`config.mk`:
```
export PLATFORM = sky130hd
export DESIGN_NAME = linear_interp_resampler
export DESIGN_NICKNAME = d
export VERILOG_FILES = /design/src/rtl/lir_pkg.sv /design/src/rtl/linear_interp_resampler.sv /design/src/rtl/lir_mul.sv
export SDC_FILE = /design/constraint.sdc
export NUM_CORES = 1
export LEC_CHECK = 0
export BUFFER_PORTS_ARGS = -buffer_cell sky130_fd_sc_hd__clkbuf_2
export CORE_AREA = 2 2 184 186
export DETAILED_ROUTE_END_ITERATION = 8
export DIE_AREA = 0 0 186 188
export GPL_ROUTABILITY_DRIVEN = 1
export PLACE_DENSITY = 0.72
export SLEW_MARGIN = 40
export SYNTH_ARGS = -nofsm -noshare
export SYNTH_HDL_FRONTEND = slang
export SYNTH_SLANG_ARGS = --single-unit
```
`constraint.sdc`:
```
create_clock -name clk -period 9.1 [get_ports clk]
set_clock_uncertainty 0.1 [all_clocks]
set_input_delay 0.91 -clock clk [delete_from_list [all_inputs] [get_ports clk]]
set_output_delay 0.91 -clock clk [all_outputs]
set_load 0.02 [all_outputs]
```
`src/rtl/lir_pkg.sv`:
```
// shared constants and state codes for the linear interpolation resampler
package lir_pkg;

    localparam int SAMPLE_W = 16;
    localparam int FRAC_W   = 16;
    localparam int STEP_W   = 20;
    localparam int PHASE_W  = 21;
    localparam int DIFF_W   = SAMPLE_W + 1;
    localparam int MULB_W   = FRAC_W + 1;
    localparam int PROD_W   = DIFF_W + MULB_W;
    localparam int MAX_OUT  = 16;
    localparam int CNT_W    = $clog2(MAX_OUT);

    localparam logic [PHASE_W-1:0] PHASE_ONE = PHASE_W'(1) << FRAC_W;
    localparam logic [STEP_W-1:0]  STEP_ONE  = STEP_W'(1) << FRAC_W;
    localparam logic [STEP_W-1:0]  STEP_MIN  = STEP_ONE >> 4;
    localparam logic [CNT_W-1:0]   CNT_LAST  = CNT_W'(MAX_OUT - 1);

    localparam int ST_W = 3;
    localparam logic [ST_W-1:0] S_IDLE  = 3'd0;
    localparam logic [ST_W-1:0] S_START = 3'd1;
    localparam logic [ST_W-1:0] S_CALC  = 3'd2;
    localparam logic [ST_W-1:0] S_LOAD  = 3'd3;
    localparam logic [ST_W-1:0] S_BYP   = 3'd4;

endpackage

```
`src/rtl/linear_interp_resampler.sv`:
```
// top level of the linear interpolation resampler
//
// input channel: in_valid / in_stall with sample_in, one signed sample per
// transaction. output channel: out_valid / out_stall with sample_out and
// run_last; run_last marks the final output produced by one input sample.
// rate_step is written through rate_step_we / rate_step_wdata; the user must
// write it only while idle, and the block does not enforce this. each input
// produces zero to 16 outputs. one output takes a pass through the shared
// multiplier loop (product in the calc state, then add and phase update in
// the load state); an input with no output goes back to idle from the start
// state, and a bypass input (step of exactly one) goes through the bypass
// state. in_stall is high while a sample is in work.
// a finished output sits in the output register while out_stall is high; the
// sequencer holds the next one in the load or bypass step until it is taken.
// reset clears the previous sample to zero, the phase to one and the step
// to one, and empties the output register.
module linear_interp_resampler
    import lir_pkg::*;
(
    input  logic                       clk,
    input  logic                       rst_n,
    input  logic                       rate_step_we,
    input  logic [STEP_W-1:0]          rate_step_wdata,
    input  logic                       in_valid,
    output logic                       in_stall,
    input  logic signed [SAMPLE_W-1:0] sample_in,
    output logic                       out_valid,
    input  logic                       out_stall,
    output logic signed [SAMPLE_W-1:0] sample_out,
    output logic                       run_last
);

    logic [STEP_W-1:0]          step_reg;
    logic [ST_W-1:0]            state_reg, state_next;
    logic [PHASE_W-1:0]         phase_reg, phase_next;
    logic signed [SAMPLE_W-1:0] prev_reg, prev_next;
    logic signed [SAMPLE_W-1:0] x_reg;
    logic [CNT_W-1:0]           cnt_reg, cnt_next;
    logic                       out_valid_reg, out_valid_next;
    logic signed [SAMPLE_W-1:0] sample_out_reg, sample_out_next;
    logic                       run_last_reg, run_last_next;

    logic                       in_fire;
    logic                       out_free;
    logic [STEP_W-1:0]          step_eff;
    logic [PHASE_W-1:0]         phase_sum;
    logic                       is_last;
    logic                       mul_en;
    logic signed [DIFF_W-1:0]   diff;
    logic signed [MULB_W-1:0]   mul_b;
    logic signed [PROD_W-1:0]   prod;
    logic signed [SAMPLE_W+1:0] y_sum;

    assign in_stall  = (state_reg != S_IDLE);
    assign in_fire   = in_valid && !in_stall;
    assign out_free  = !out_valid_reg || !out_stall;

    assign step_eff  = (step_reg < STEP_MIN) ? STEP_MIN : step_reg;
    assign phase_sum = phase_reg + PHASE_W'(step_eff);
    assign is_last   = (phase_sum >= PHASE_ONE) || (cnt_reg == CNT_LAST);

    assign diff   = DIFF_W'(x_reg) - DIFF_W'(prev_reg);
    assign mul_b  = $signed({1'b0, phase_reg[FRAC_W-1:0]});
    assign mul_en = (state_reg == S_CALC);
    assign y_sum  = (SAMPLE_W+2)'(prev_reg) + prod[PROD_W-1:FRAC_W];

    lir_mul u_mul (
        .clk  (clk),
        .en   (mul_en),
        .op_a (diff),
        .op_b (mul_b),
        .prod (prod)
    );

    always_comb
    begin
        state_next      = state_reg;
        phase_next      = phase_reg;
        prev_next       = prev_reg;
        cnt_next        = cnt_reg;
        sample_out_next = sample_out_reg;
        run_last_next   = run_last_reg;
        out_valid_next  = out_valid_reg && out_stall;
        unique case (state_reg)
            S_IDLE:
            begin
                if (in_fire)
                begin
                    state_next = S_START;
                    cnt_next   = '0;
                end
            end
            S_START:
            begin
                if (step_reg == STEP_ONE)
                begin
                    state_next = S_BYP;
                end
                else if (phase_reg >= PHASE_ONE)
                begin
                    phase_next = phase_reg - PHASE_ONE;
                    prev_next  = x_reg;
                    state_next = S_IDLE;
                end
                else
                begin
                    state_next = S_CALC;
                end
            end
            S_CALC:
            begin
                state_next = S_LOAD;
            end
            S_LOAD:
            begin
                if (out_free)
                begin
                    out_valid_next  = 1'b1;
                    sample_out_next = y_sum[SAMPLE_W-1:0];
                    run_last_next   = is_last;
                    cnt_next        = cnt_reg + CNT_W'(1);
                    if (is_last)
                    begin
                        phase_next = (phase_sum >= PHASE_ONE) ? phase_sum - PHASE_ONE : '0;
                        prev_next  = x_reg;
                        state_next = S_IDLE;
                    end
                    else
                    begin
                        phase_next = phase_sum;
                        state_next = S_CALC;
                    end
                end
            end
            S_BYP:
            begin
                if (out_free)
                begin
                    out_valid_next  = 1'b1;
                    sample_out_next = x_reg;
                    run_last_next   = 1'b1;
                    prev_next       = x_reg;
                    state_next      = S_IDLE;
                end
            end
            default:
            begin
                state_next = S_IDLE;
            end
        endcase
    end

    always_ff @(posedge clk or negedge rst_n)
    begin
        if (!rst_n)
        begin
            state_reg     <= S_IDLE;
            step_reg      <= STEP_ONE;
            phase_reg     <= PHASE_ONE;
            prev_reg      <= '0;
            cnt_reg       <= '0;
            out_valid_reg <= 1'b0;
        end
        else
        begin
            state_reg     <= state_next;
            phase_reg     <= phase_next;
            prev_reg      <= prev_next;
            cnt_reg       <= cnt_next;
            out_valid_reg <= out_valid_next;
            if (rate_step_we)
            begin
                step_reg <= rate_step_wdata;
            end
        end
    end

    always_ff @(posedge clk)
    begin
        if (in_fire)
        begin
            x_reg <= sample_in;
        end
        sample_out_reg <= sample_out_next;
        run_last_reg   <= run_last_next;
    end

    assign out_valid  = out_valid_reg;
    assign sample_out = sample_out_reg;
    assign run_last   = run_last_reg;

    // interpolation only runs with the phase inside the current interval
    a_load_phase: assert property (@(posedge clk) disable iff (!rst_n)
        (state_reg == S_LOAD) |-> (phase_reg < PHASE_ONE))
        else $error("phase out of interval during interpolation");

    // between samples the phase stays below the step range
    a_idle_phase: assert property (@(posedge clk) disable iff (!rst_n)
        (state_reg == S_IDLE) |-> (phase_reg[PHASE_W-1] == 1'b0))
        else $error("phase overflow between samples");

    // an accepted transaction always starts the sequencer
    a_start: assert property (@(posedge clk) disable iff (!rst_n)
        in_fire |=> (state_reg == S_START))
        else $error("accepted sample did not start");

    // new outputs only come from the load or bypass steps
    a_out_src: assert property (@(posedge clk) disable iff (!rst_n)
        $rose(out_valid_reg) |-> ($past(state_reg) == S_LOAD || $past(state_reg) == S_BYP))
        else $error("output appeared without a load");

endmodule

```
`src/rtl/lir_mul.sv`:
```
// shared signed multiplier with registered product
module lir_mul
    import lir_pkg::*;
(
    input  logic                     clk,
    input  logic                     en,
    input  logic signed [DIFF_W-1:0] op_a,
    input  logic signed [MULB_W-1:0] op_b,
    output logic signed [PROD_W-1:0] prod
);

    logic signed [PROD_W-1:0] prod_reg;

    always_ff @(posedge clk)
    begin
        if (en)
        begin
            prod_reg <= PROD_W'(op_a) * PROD_W'(op_b);
        end
    end

    assign prod = prod_reg;

endmodule
```
# After elaboration in Yosys (flattened, before gate mapping)

Index checks and enable logic that the tools add are counted.

Register bits: 130
Memory bits (read-only): 0
Word-level logic and storage cells: 81
Latch bits: 0
Output and inout bits: 19
Memories kept: 0
RAM bits: 0

Reduce and logical (&&, ||, !) cells: 19
Equal/unequal tests: 12
Add/sub/neg operators: 6
Shift-type cells: 0
Multipliers: 1
Magnitude comparators: 3
Mux-type cells: 30
Divide/modulo/power cells: 0
Bitwise gates (word level): 0

Operators with widths:

| kind                   | number |
|---|---|
| $mux 21                | 5 |
| $mux 16                | 6 |
| $pmux 16 s3            | 1 |
| $ge 21x17->1 const B   | 2 |
| $pmux 21 s2            | 1 |
| $sub 21x17->21 const B | 2 |
| $mul 17x17->32         | 1 |
| $pmux 16 s2            | 1 |
| $add 21x20->21         | 1 |
| $eq 20x17->1 const B   | 1 |
| $lt 20x13->1 const B   | 1 |
| $mux 20                | 1 |
| $sub 16x16->17         | 1 |
| $add 16x16->16         | 1 |
| $pmux 3 s5             | 1 |
| $mux 3                 | 4 |
| $ne 2x2->1 const B     | 6 |
| $reduce_and 3->1       | 3 |
| $mux 4                 | 2 |
| $pmux 4 s2             | 1 |
| $eq 3x2->1 const B     | 2 |
| $reduce_and 6->1       | 1 |
| $reduce_bool 2->1      | 3 |
| $reduce_bool 3->1      | 2 |
| other kinds (13)       | 21 |

# Longest topological paths before layout

Gate-level depths: netlist of the first run.

Depth after elaboration: 8
Gate-level depth with buffers: 36
Gate-level depth less buffers: 35

# Cells and area by module

From an unflattened synthesis of the first run, not the netlist that was laid out.

Cells, all modules: 1887
Area total of the unflattened synthesis: 18556.5 sq um

Modules (own cells, without submodules):

| module                  | area each (sq um) | instances | sequential area each (sq um) | cells each |
|---|---|---|---|---|
| lir_mul                 | 11937.7           | 1         | 1021.0                       | 1221 |
| linear_interp_resampler | 6618.8            | 1         | 2620.0                       | 666 |

# Worst setup path before layout of the first run

Ideal clock, no wire load.

Path kind: reg2reg
Start: register prev_reg[1]
End: register u_mul.prod_reg[31], in the netlist u_mul.prod[31] (data pin)
Path slack: 0.912 ns
Clock period less this slack: 8.188 ns
Data arrival time: 7.821 ns
Data required time: 8.732 ns
Stages on the path, launching flop included: 35
Cells stage by stage: dfrtp_1 inv_1 ha_1 nor2b_1 o21ai_0 a21boi_0 o21ai_0 a21boi_0 o2111ai_1 nand3_1 a31o_2 a211oi_1 clkbuf_1 and2_1 fa_1 inv_1 fa_1 fa_1 inv_1 fa_1 fa_1 inv_1 fa_1 inv_1 ha_1 o21ai_0 nand2b_1 a21oi_1 a21oi_1 o21ai_2 o21ai_2 o31ai_4 o21ai_1 o41ai_1 xnor3_1

Cells in the longest elaborated chain, start to end: 2

RTL lines:

| element                | line                           | RTL |
|---|---|---|
| start, declared        | linear_interp_resampler.sv:36  | `logic signed [SAMPLE_W-1:0] prev_reg, prev_next;` |
| start signal, assigned | linear_interp_resampler.sv:168 | `prev_reg <= prev_next;` |
| $sub 16x16->17         | linear_interp_resampler.sv:62  | `assign diff = DIFF_W'(x_reg) - DIFF_W'(prev_reg);` |
| $mul 17x17->32         | lir_mul.sv:18                  | `prod_reg <= PROD_W'(op_a) * PROD_W'(op_b);` |
| end signal, assigned   | lir_mul.sv:18                  |  |
| end, declared          | lir_mul.sv:12                  | `logic signed [PROD_W-1:0] prod_reg;` |

No other way between the ends.
A chain may end at the register's enable or synchronous reset.

# Final worst setup path of the first run

Start: register prev_reg[0]
End: register u_mul.prod_reg[31], in the netlist u_mul.prod[31] (data pin)

The elaborated chain is that of the path after synthesis.

==> results of run 1 <==
## layer usage
| layer | vias to the layer above | global-route usage (%) | share of wire, % |
|---|---|---|---|
| li1 | 6485 | - | - |
| met1 | 7002 | 33.6 | 41 |
| met2 | 397 | 46.0 | 51 |
| met3 | 80 | 3.26 | 5.0 |
| met4 | 0 | 8.66 | 3.2 |
| met5 | - | 0 | 0 |
## stage by stage
step           area (µm²)  hold slack [ps]  cells
4_1_cts             19300              415   2505
3_5_place_dp        18700              406   2473
6_report            19400              417   2511
2_1_floorplan       17900              368   2030
3_3_place_gp        18700              381   2473
5_1_grt             19400              450   2511
## synth_stat cells (20+ instances only)
cell,n
a21o_1,21
a21oi_1,84
a31oi_1,23
and2_1,114
clkbuf_1,98
dfrtp_1,63
edfxtp_1,49
fa_1,261
ha_1,140
inv_1,376
mux2_2,20
nand2_1,240
nand3_1,41
nor2_1,96
nor2b_1,56
nor3_1,21
o211ai_1,21
o21ai_0,41
xnor2_1,51
xor2_1,22
## worst min path at each step
| stage | startpoint | end | slack [ps] | cells past startpoint |
|---|---|---|---|---|
| 4_1_cts | cnt_reg[0] | cnt_reg[0] | 410 | 1 |
| 3_5_place_dp | cnt_reg[0] | cnt_reg[0] | 410 | 1 |
| 3_3_place_gp | cnt_reg[0] | cnt_reg[0] | 380 | 1 |
| 6_report | cnt_reg[0] | cnt_reg[0] | 420 | 1 |
| 5_1_grt | cnt_reg[0] | cnt_reg[0] | 450 | 1 |
| 2_1_floorplan | cnt_reg[0] | cnt_reg[0] | 370 | 1 |
## cell families (layout without fill, tap and decap cells)
family	Yosys count	after routing	share of synthesized area (%)
AO/OA/AOI/OAI	291	291	10.6
AND/OR/NAND/NOR	647	647	17.9
XOR/XNOR	74	74	3.69
buffers and inverters	482	515	10.2
flip-flops	114	114	17.3
adder cells (fa/ha/maj)	402	402	39.0
multiplexers	20	20	1.26
## repair_timing
| item | 4_1_cts | 5_1_grt |
|---|---|---|
| setup buffers | 0 | 6 |
| resized for setup | 0 | 20 |
| hold buffers | 0 | 0 |
| hold endpoints to repair | 0 | 0 |
| endpoints found under the setup margin | 0 | 2 |
## layout make-up
| type | count | area share [%] |
|---|---|---|
| Clock buffer | 22 | 2.51 |
| Clock inverter | 10 | 0.483 |
| Inverter | 376 | 7.27 |
| Multi-Input combinational cell | 1434 | 67.5 |
| Sequential cell | 114 | 16.0 |
| Tap cell | 448 | 2.89 |
| Timing Repair Buffer | 107 | 3.41 |
==> qor.csv, run 1 <==
metric,value,unit
syn_area_per_cell,8.83,µm²
dp_slack,90.1,ps
setup_ws,323,ps
drtIter0Drc,881,
initial_utilization,54.1,%
htreeDepth,4,
cts.clk_slew.worst_paths,60,ps
yosysTopAreaCellShare,29.1,%
synth_cells,2030,
clk_latency,410,ps
crit_fanout,16,
worstReg2RegEnd,u_mul.prod[31],
grt_pass1_wl,72700,µm
core,33100,µm²
largest_reg_flops,21,
crit_top_cell,fa_1,
numCtsBuffers,17,
ys_types,76,
grt_pass1_vias,14475,
clock-sinks,114,
postSynth.asyncResetShare,57.0,%
clockBufferDepth,2,
crit_start,prev_reg[0],
multi_input_area,13100,µm²
grt_use_total,26.3,%
crit_type,reg2reg,
setup.worst_path.start_class,register,
die_h,188,µm
num_vias,13964,
hold_path_class,reg2reg,
antenna_found_initial,0,
fmax,0.114,GHz
reg2reg_slack,320,ps
post-route-util,58.6,%
mostFrequentLayoutCells,"376 x inv_1, 261 x fa_1, 239 x nand2_1",
cts-root-buf,clkbuf_16,
cts_tree,yes,
seq_area_frac_synth,17.3,%
synth_fp_nets,2472,
ios,60,
vias_per_cell,5.56,
yosysWarnings,0,
run_status,completed,
synth_area,17900,µm²
finalHoldViolations,0,
wl_per_cell,17.5,µm
area_growth,8.32,%
cp_data_arrival_time,8830,ps
fin_crit_sh,96.4,%
r2r_start,prev_reg[0],
fin_nets,2492,
cap_violations,0,
place_hpwl,34400,µm
tightest_slew,940,ps
crit_cells,30,
drc,0,
synth.area.top_cells,"fa_1 29%, ha_1 9.8%, dfrtp_1 8.8%",
slowest_delay,630,ps
port_buffers,59,
dieArea,35000,µm²
nFillCells,2841,
setup_tns,0,ps
dieWidth,186,µm
drive_above_1_share,9.94,%
worst_ep_required_time,9150,ps
cp-endpoint,u_mul.prod[31],
setup_viol,0,
min_period,8780,ps
maxSlewViolCount,0,
path_buf_inv,5,
synth_edf_count,49,
gp_congestion,0.910,
crit_family,adder cells,
regArea,3100,µm²
num_rows,67,
wl,44000,µm
drtPass1Iterations,6,
antennaDiodeCount,0,
final_antenna_net_count,0,
ff2ff_path_depth,30,
end_kind,register,
mostFrequentLayoutCell,inv_1,
synthFlopType,dfrtp_1,
grt_max_degree,66,
slowest_stage,fa_1,
slew_headroom,37.3,%
synth_area_leader_cell,fa_1,
grt_remaining_overflow,0,
ys_seq_elements,114,
Power of run 1 is left out: the tool's default activity adds up to more than one toggle a clock period on the data nets, which glitch-free logic cannot reach.
==> run 2: changes to the inputs <==
--- a/config.mk
+++ b/config.mk
@@ -5,12 +5,13 @@
 export SDC_FILE = /design/constraint.sdc
 export NUM_CORES = 1
 export LEC_CHECK = 0
-export BUFFER_PORTS_ARGS = -buffer_cell sky130_fd_sc_hd__clkbuf_2
 export CORE_AREA = 2 2 184 186
+export CTS_CLUSTER_DIAMETER = 100
 export DETAILED_ROUTE_END_ITERATION = 8
 export DIE_AREA = 0 0 186 188
+export DONT_BUFFER_PORTS = 1
 export GPL_ROUTABILITY_DRIVEN = 1
-export PLACE_DENSITY = 0.72
+export PLACE_DENSITY = 0.71
 export SLEW_MARGIN = 40
 export SYNTH_ARGS = -nofsm -noshare
 export SYNTH_HDL_FRONTEND = slang
==> constraint.sdc (replaced) <==
create_clock -name clk -period 9.1 [get_ports clk]
set_clock_uncertainty 0.1 [all_clocks]
set_input_delay 1.82 -clock clk [delete_from_list [all_inputs] [get_ports clk]]
set_output_delay 1.82 -clock clk [all_outputs]
set_load 0.02 [all_outputs]
==> run 2 against run 1 <==
Via count decreased by 1.1%; critical endpoint unchanged; register-to-register slack improved by 110 ps; sequential cell count unchanged; critical path depth increased by 4; worst setup slack improved by 110 ps; global-route usage about the same; non-clock buffer count decreased by 64; cell count decreased by 2.5%.
==> qor.csv, run 2 (synthesis gave the netlist of run 1 again) <==
metric,value,unit
crit_start,prev_reg[1],
setup.worst_path.start_class,register,
slew_headroom,41.5,%
cts_tree,yes,
worst_ep_required_time,9160,ps
drtIter0Drc,898,
drtPass1Iterations,6,
grt_use_total,26.3,%
crit_type,reg2reg,
crit_top_cell,fa_1,
fin_nets,2428,
dieWidth,186,µm
num_vias,13814,
largest_reg_flops,21,
final_cells,2447,
path_buf_inv,6,
r2r_start,prev_reg[1],
final_antenna_net_count,0,
antenna_found_initial,0,
min_period,8670,ps
wl_per_cell,17.9,µm
hold_path_class,reg2reg,
antennaDiodeCount,0,
num_rows,67,
ios,60,
setup_viol,0,
crit_family,adder cells,
drc,0,
maxSlewViolCount,0,
mostFrequentLayoutCells,"376 x inv_1, 261 x fa_1, 239 x nand2_1",
fin_crit_sh,95.3,%
clockBufferDepth,2,
drive_above_1_share,7.25,%
numCtsBuffers,17,
reg2reg_slack,430,ps
vias_per_cell,5.65,
dieArea,35000,µm²
crit_fanout,24,
finalHoldViolations,0,
wl,43700,µm
cap_violations,0,
setup_tns,0,ps
mostFrequentLayoutCell,inv_1,
run_status,completed,
cp_data_arrival_time,8730,ps
clock-sinks,114,
grt_max_degree,66,
port_buffers,0,
cts-root-buf,clkbuf_16,
die_h,188,µm
gp_congestion,0.881,
area_growth,6.43,%
slowest_stage,fa_1,
cts.clk_slew.worst_paths,70,ps
ctsHoldBuffers,0,
grt_pass1_vias,14425,
end_kind,register,
slowest_delay,580,ps
initial_utilization,54.1,%
core,33100,µm²
grt_pass1_wl,72400,µm
tightest_slew,877,ps
htreeDepth,4,
place_hpwl,34500,µm
min_from,cnt_reg[0],
grt_remaining_overflow,0,
place.detailed.instances,2410,
fmax,0.115,GHz
clk_latency,420,ps
==> run 2: worst reg2reg max path, delay by kind of cell (launching register included) <==
kind                     cells  cell delay (ps)
buffers and inverters        6              520
flip-flops                   1              420
XOR/XNOR                     1              360
AND/OR/NAND/NOR              4              480
adder cells (fa/ha/maj)      8             3640
AO/OA/AOI/OAI               15             2900
==> run 2: worst paths after layout <==
kind,end,cells after the start
setup / recovery,u_mul.prod[31],34
setup reg to reg,u_mul.prod[31],34
hold reg to reg,cnt_reg[0],1
hold / removal,cnt_reg[0],1
min in group asynchronous,cnt_reg[0],0
max in group asynchronous,step_reg[16],0
==> run 2: layout make-up <==
class	count	area, µm²
Fill cell	2871	14000
Multi-Input combinational cell	1434	13100
Sequential cell	114	3100
Inverter	376	1410
Tap cell	448	561
Clock buffer	17	425
Timing Repair Buffer	43	327
Clock inverter	15	136
==> run 2: layer usage <==
layer  track usage [%]  wire [µm]  up-vias
met1              34.0      17700     6912
met3              3.63       2530       99
met2              45.2      22100      459
li1                  -          -     6344
met5                 0          0        -
met4              8.96       1460        0
==> run 2: per-stage QoR <==
| step | hold WS, ps | utilization [%] | area [µm²] | setup WS, ps |
|---|---|---|---|---|
| 5_1_grt | 455 | 57.6 | 19100 | -39.8 |
| 4_1_cts | 418 | 57.2 | 18900 | 32.0 |
| 6_report | 412 | 57.6 | 19100 | 430 |
| 3_3_place_gp | 382 | 55.4 | 18400 | 274 |
| 3_5_place_dp | 408 | 55.5 | 18400 | 59.0 |
| 2_1_floorplan | 368 | - | 17900 | 912 |
==> run 2: what timing repair did <==
action                                 4_1_cts  5_1_grt
endpoints found under the hold margin        0        0
buffers inserted                             0        5
resized for setup                            1       17
setup endpoints to repair                    1        5
pin swaps                                    0        2
Power of run 2 is left out for the same reason.
==> run 3: changes to the inputs <==
--- a/config.mk
+++ b/config.mk
@@ -5,14 +5,15 @@
 export SDC_FILE = /design/constraint.sdc
 export NUM_CORES = 1
 export LEC_CHECK = 0
-export CORE_AREA = 2 2 184 186
+export CORE_AREA = 2 2 187 189
 export CTS_CLUSTER_DIAMETER = 100
 export DETAILED_ROUTE_END_ITERATION = 8
-export DIE_AREA = 0 0 186 188
+export DIE_AREA = 0 0 189 191
 export DONT_BUFFER_PORTS = 1
 export GPL_ROUTABILITY_DRIVEN = 1
 export PLACE_DENSITY = 0.71
-export SLEW_MARGIN = 40
+export RECOVER_POWER = 25
 export SYNTH_ARGS = -nofsm -noshare
 export SYNTH_HDL_FRONTEND = slang
+export SYNTH_HIERARCHICAL = 1
 export SYNTH_SLANG_ARGS = --single-unit
==> run 3 against run 2 <==
Critical path type unchanged; die area up 3.2%; critical endpoint is now u_mul/prod[30]; largest cell class unchanged; non-clock buffer count fell by 16; synthesized area decreased by 2.8%; sequential cell count unchanged.
==> qor.csv, run 3 <==
metric,value,unit
antennaDiodeCount,0,
fin_nets,2253,
num_rows,68,
drc,0,
clockBufferDepth,2,
antenna_found_initial,0,
grt_max_degree,66,
slew_headroom,16.3,%
multi_input_area,12900,µm²
gp_congestion,0.965,
grt_remaining_overflow,0,
htreeDepth,4,
cts_tree,yes,
yosysWarnings,6,
crit_type,reg2reg,
cap_violations,0,
whs,423,ps
setup.worst_path.start_class,register,
ctsHoldBuffers,0,
grt_use_total,23.7,%
largest_reg_flops,21,
maxSlewViolCount,0,
crit_family,adder cells,
cts.clk_slew.worst_paths,60,ps
crit_top_cell,fa_1,
synth_area,17400,µm²
fin_area,18600,µm²
fmax,0.114,GHz
numCtsBuffers,17,
syn_area_per_cell,9.72,µm²
drive_above_1_share,7.70,%
tightest_slew,1250,ps
clk_latency,420,ps
crit_fanout,17,
die_h,191,µm
final_cells,2248,
core,34100,µm²
num_vias,12378,
drtPass1Iterations,5,
clock-sinks,114,
dieWidth,189,µm
setup_tns,0,ps
path_buf_inv,5,
grt_pass1_vias,13458,
end_kind,register,
grt_pass1_wl,67500,µm
regArea,3100,µm²
mostFrequentLayoutCell,inv_1,
mostFrequentLayoutCells,"331 x inv_1, 291 x fa_1, 175 x nand2_1",
slowest_stage,fa_1,
initial_utilization,51.0,%
wl,40000,µm
ios,60,
place_area,18000,µm²
hold_path_class,reg2reg,
area_growth,6.82,%
min_period,8780,ps
cts-root-buf,clkbuf_16,
port_buffers,0,
fin_crit_sh,96.5,%
cp_data_arrival_time,8910,ps
place_hpwl,31800,µm
final_antenna_net_count,0,
place.detailed.instances,2215,
synth_cells,1791,
slowest_delay,540,ps
run_status,completed,
nFillCells,2963,
dieArea,36100,µm²
drtIter0Drc,767,
setup_viol,0,
wl_per_cell,17.8,µm
finalHoldViolations,0,
vias_per_cell,5.51,
worst_ep_required_time,9230,ps
## run 3: changes by cell type in the layout (fill, tap and decap cells not counted), sizes merged, moves of 23 or more
cell,before,now
and2,114,151
fa,261,293
inv,387,337
nand2,240,176
nand3,41,18
nor2b,56,18
## run 3: final timing paths
check / startpoint / depth (start not counted) / slack [ps] / endpoint
worst max-delay path: prev_reg[1] / 30 / 320 / u_mul/prod[30]
max in group asynchronous: rst_n / 0 / 7730 / phase_reg[16]
worst max register to register: prev_reg[1] / 30 / 320 / u_mul/prod[30]
worst min-delay path: cnt_reg[0] / 1 / 420 / cnt_reg[0]
min in group asynchronous: rst_n / 0 / 990 / step_reg[15]
worst min register to register: cnt_reg[0] / 1 / 420 / cnt_reg[0]
## run 3: what timing repair did
item,in CTS,in global routing
gates resized for setup,0,12
setup endpoints to repair,0,8
setup buffers,0,1
hold endpoints to repair,0,0
## run 3: routing by layer
metal | track usage, % | wire [µm] | vias up | part of all wire, %
met2 | 42.5 | 20400 | 312 | 51
met3 | 2.44 | 1550 | 80 | 3.9
met5 | 0 | 0 | - | 0
li1 | - | - | 5661 | -
met4 | 7.63 | 1190 | 0 | 3.0
met1 | 30.0 | 16900 | 6325 | 42
## run 3: layout make-up
cell class	instances	area share (%)
multi-input cells	1288	69.3
flip-flops and latches	114	16.7
inverters	332	6.70
well taps	455	3.06
clock buffers	17	2.29
repair buffers	27	1.18
clock inverters	15	0.814
## run 3: through the flow
step                      util [%]  setup WS, ps
final                         54.5           319
after global routing          54.5         -21.5
after CTS                     54.4           197
after detailed placement      52.7           267
after global placement        52.7           378
after floorplan                  -           636
Power of run 3 is left out for the same reason.
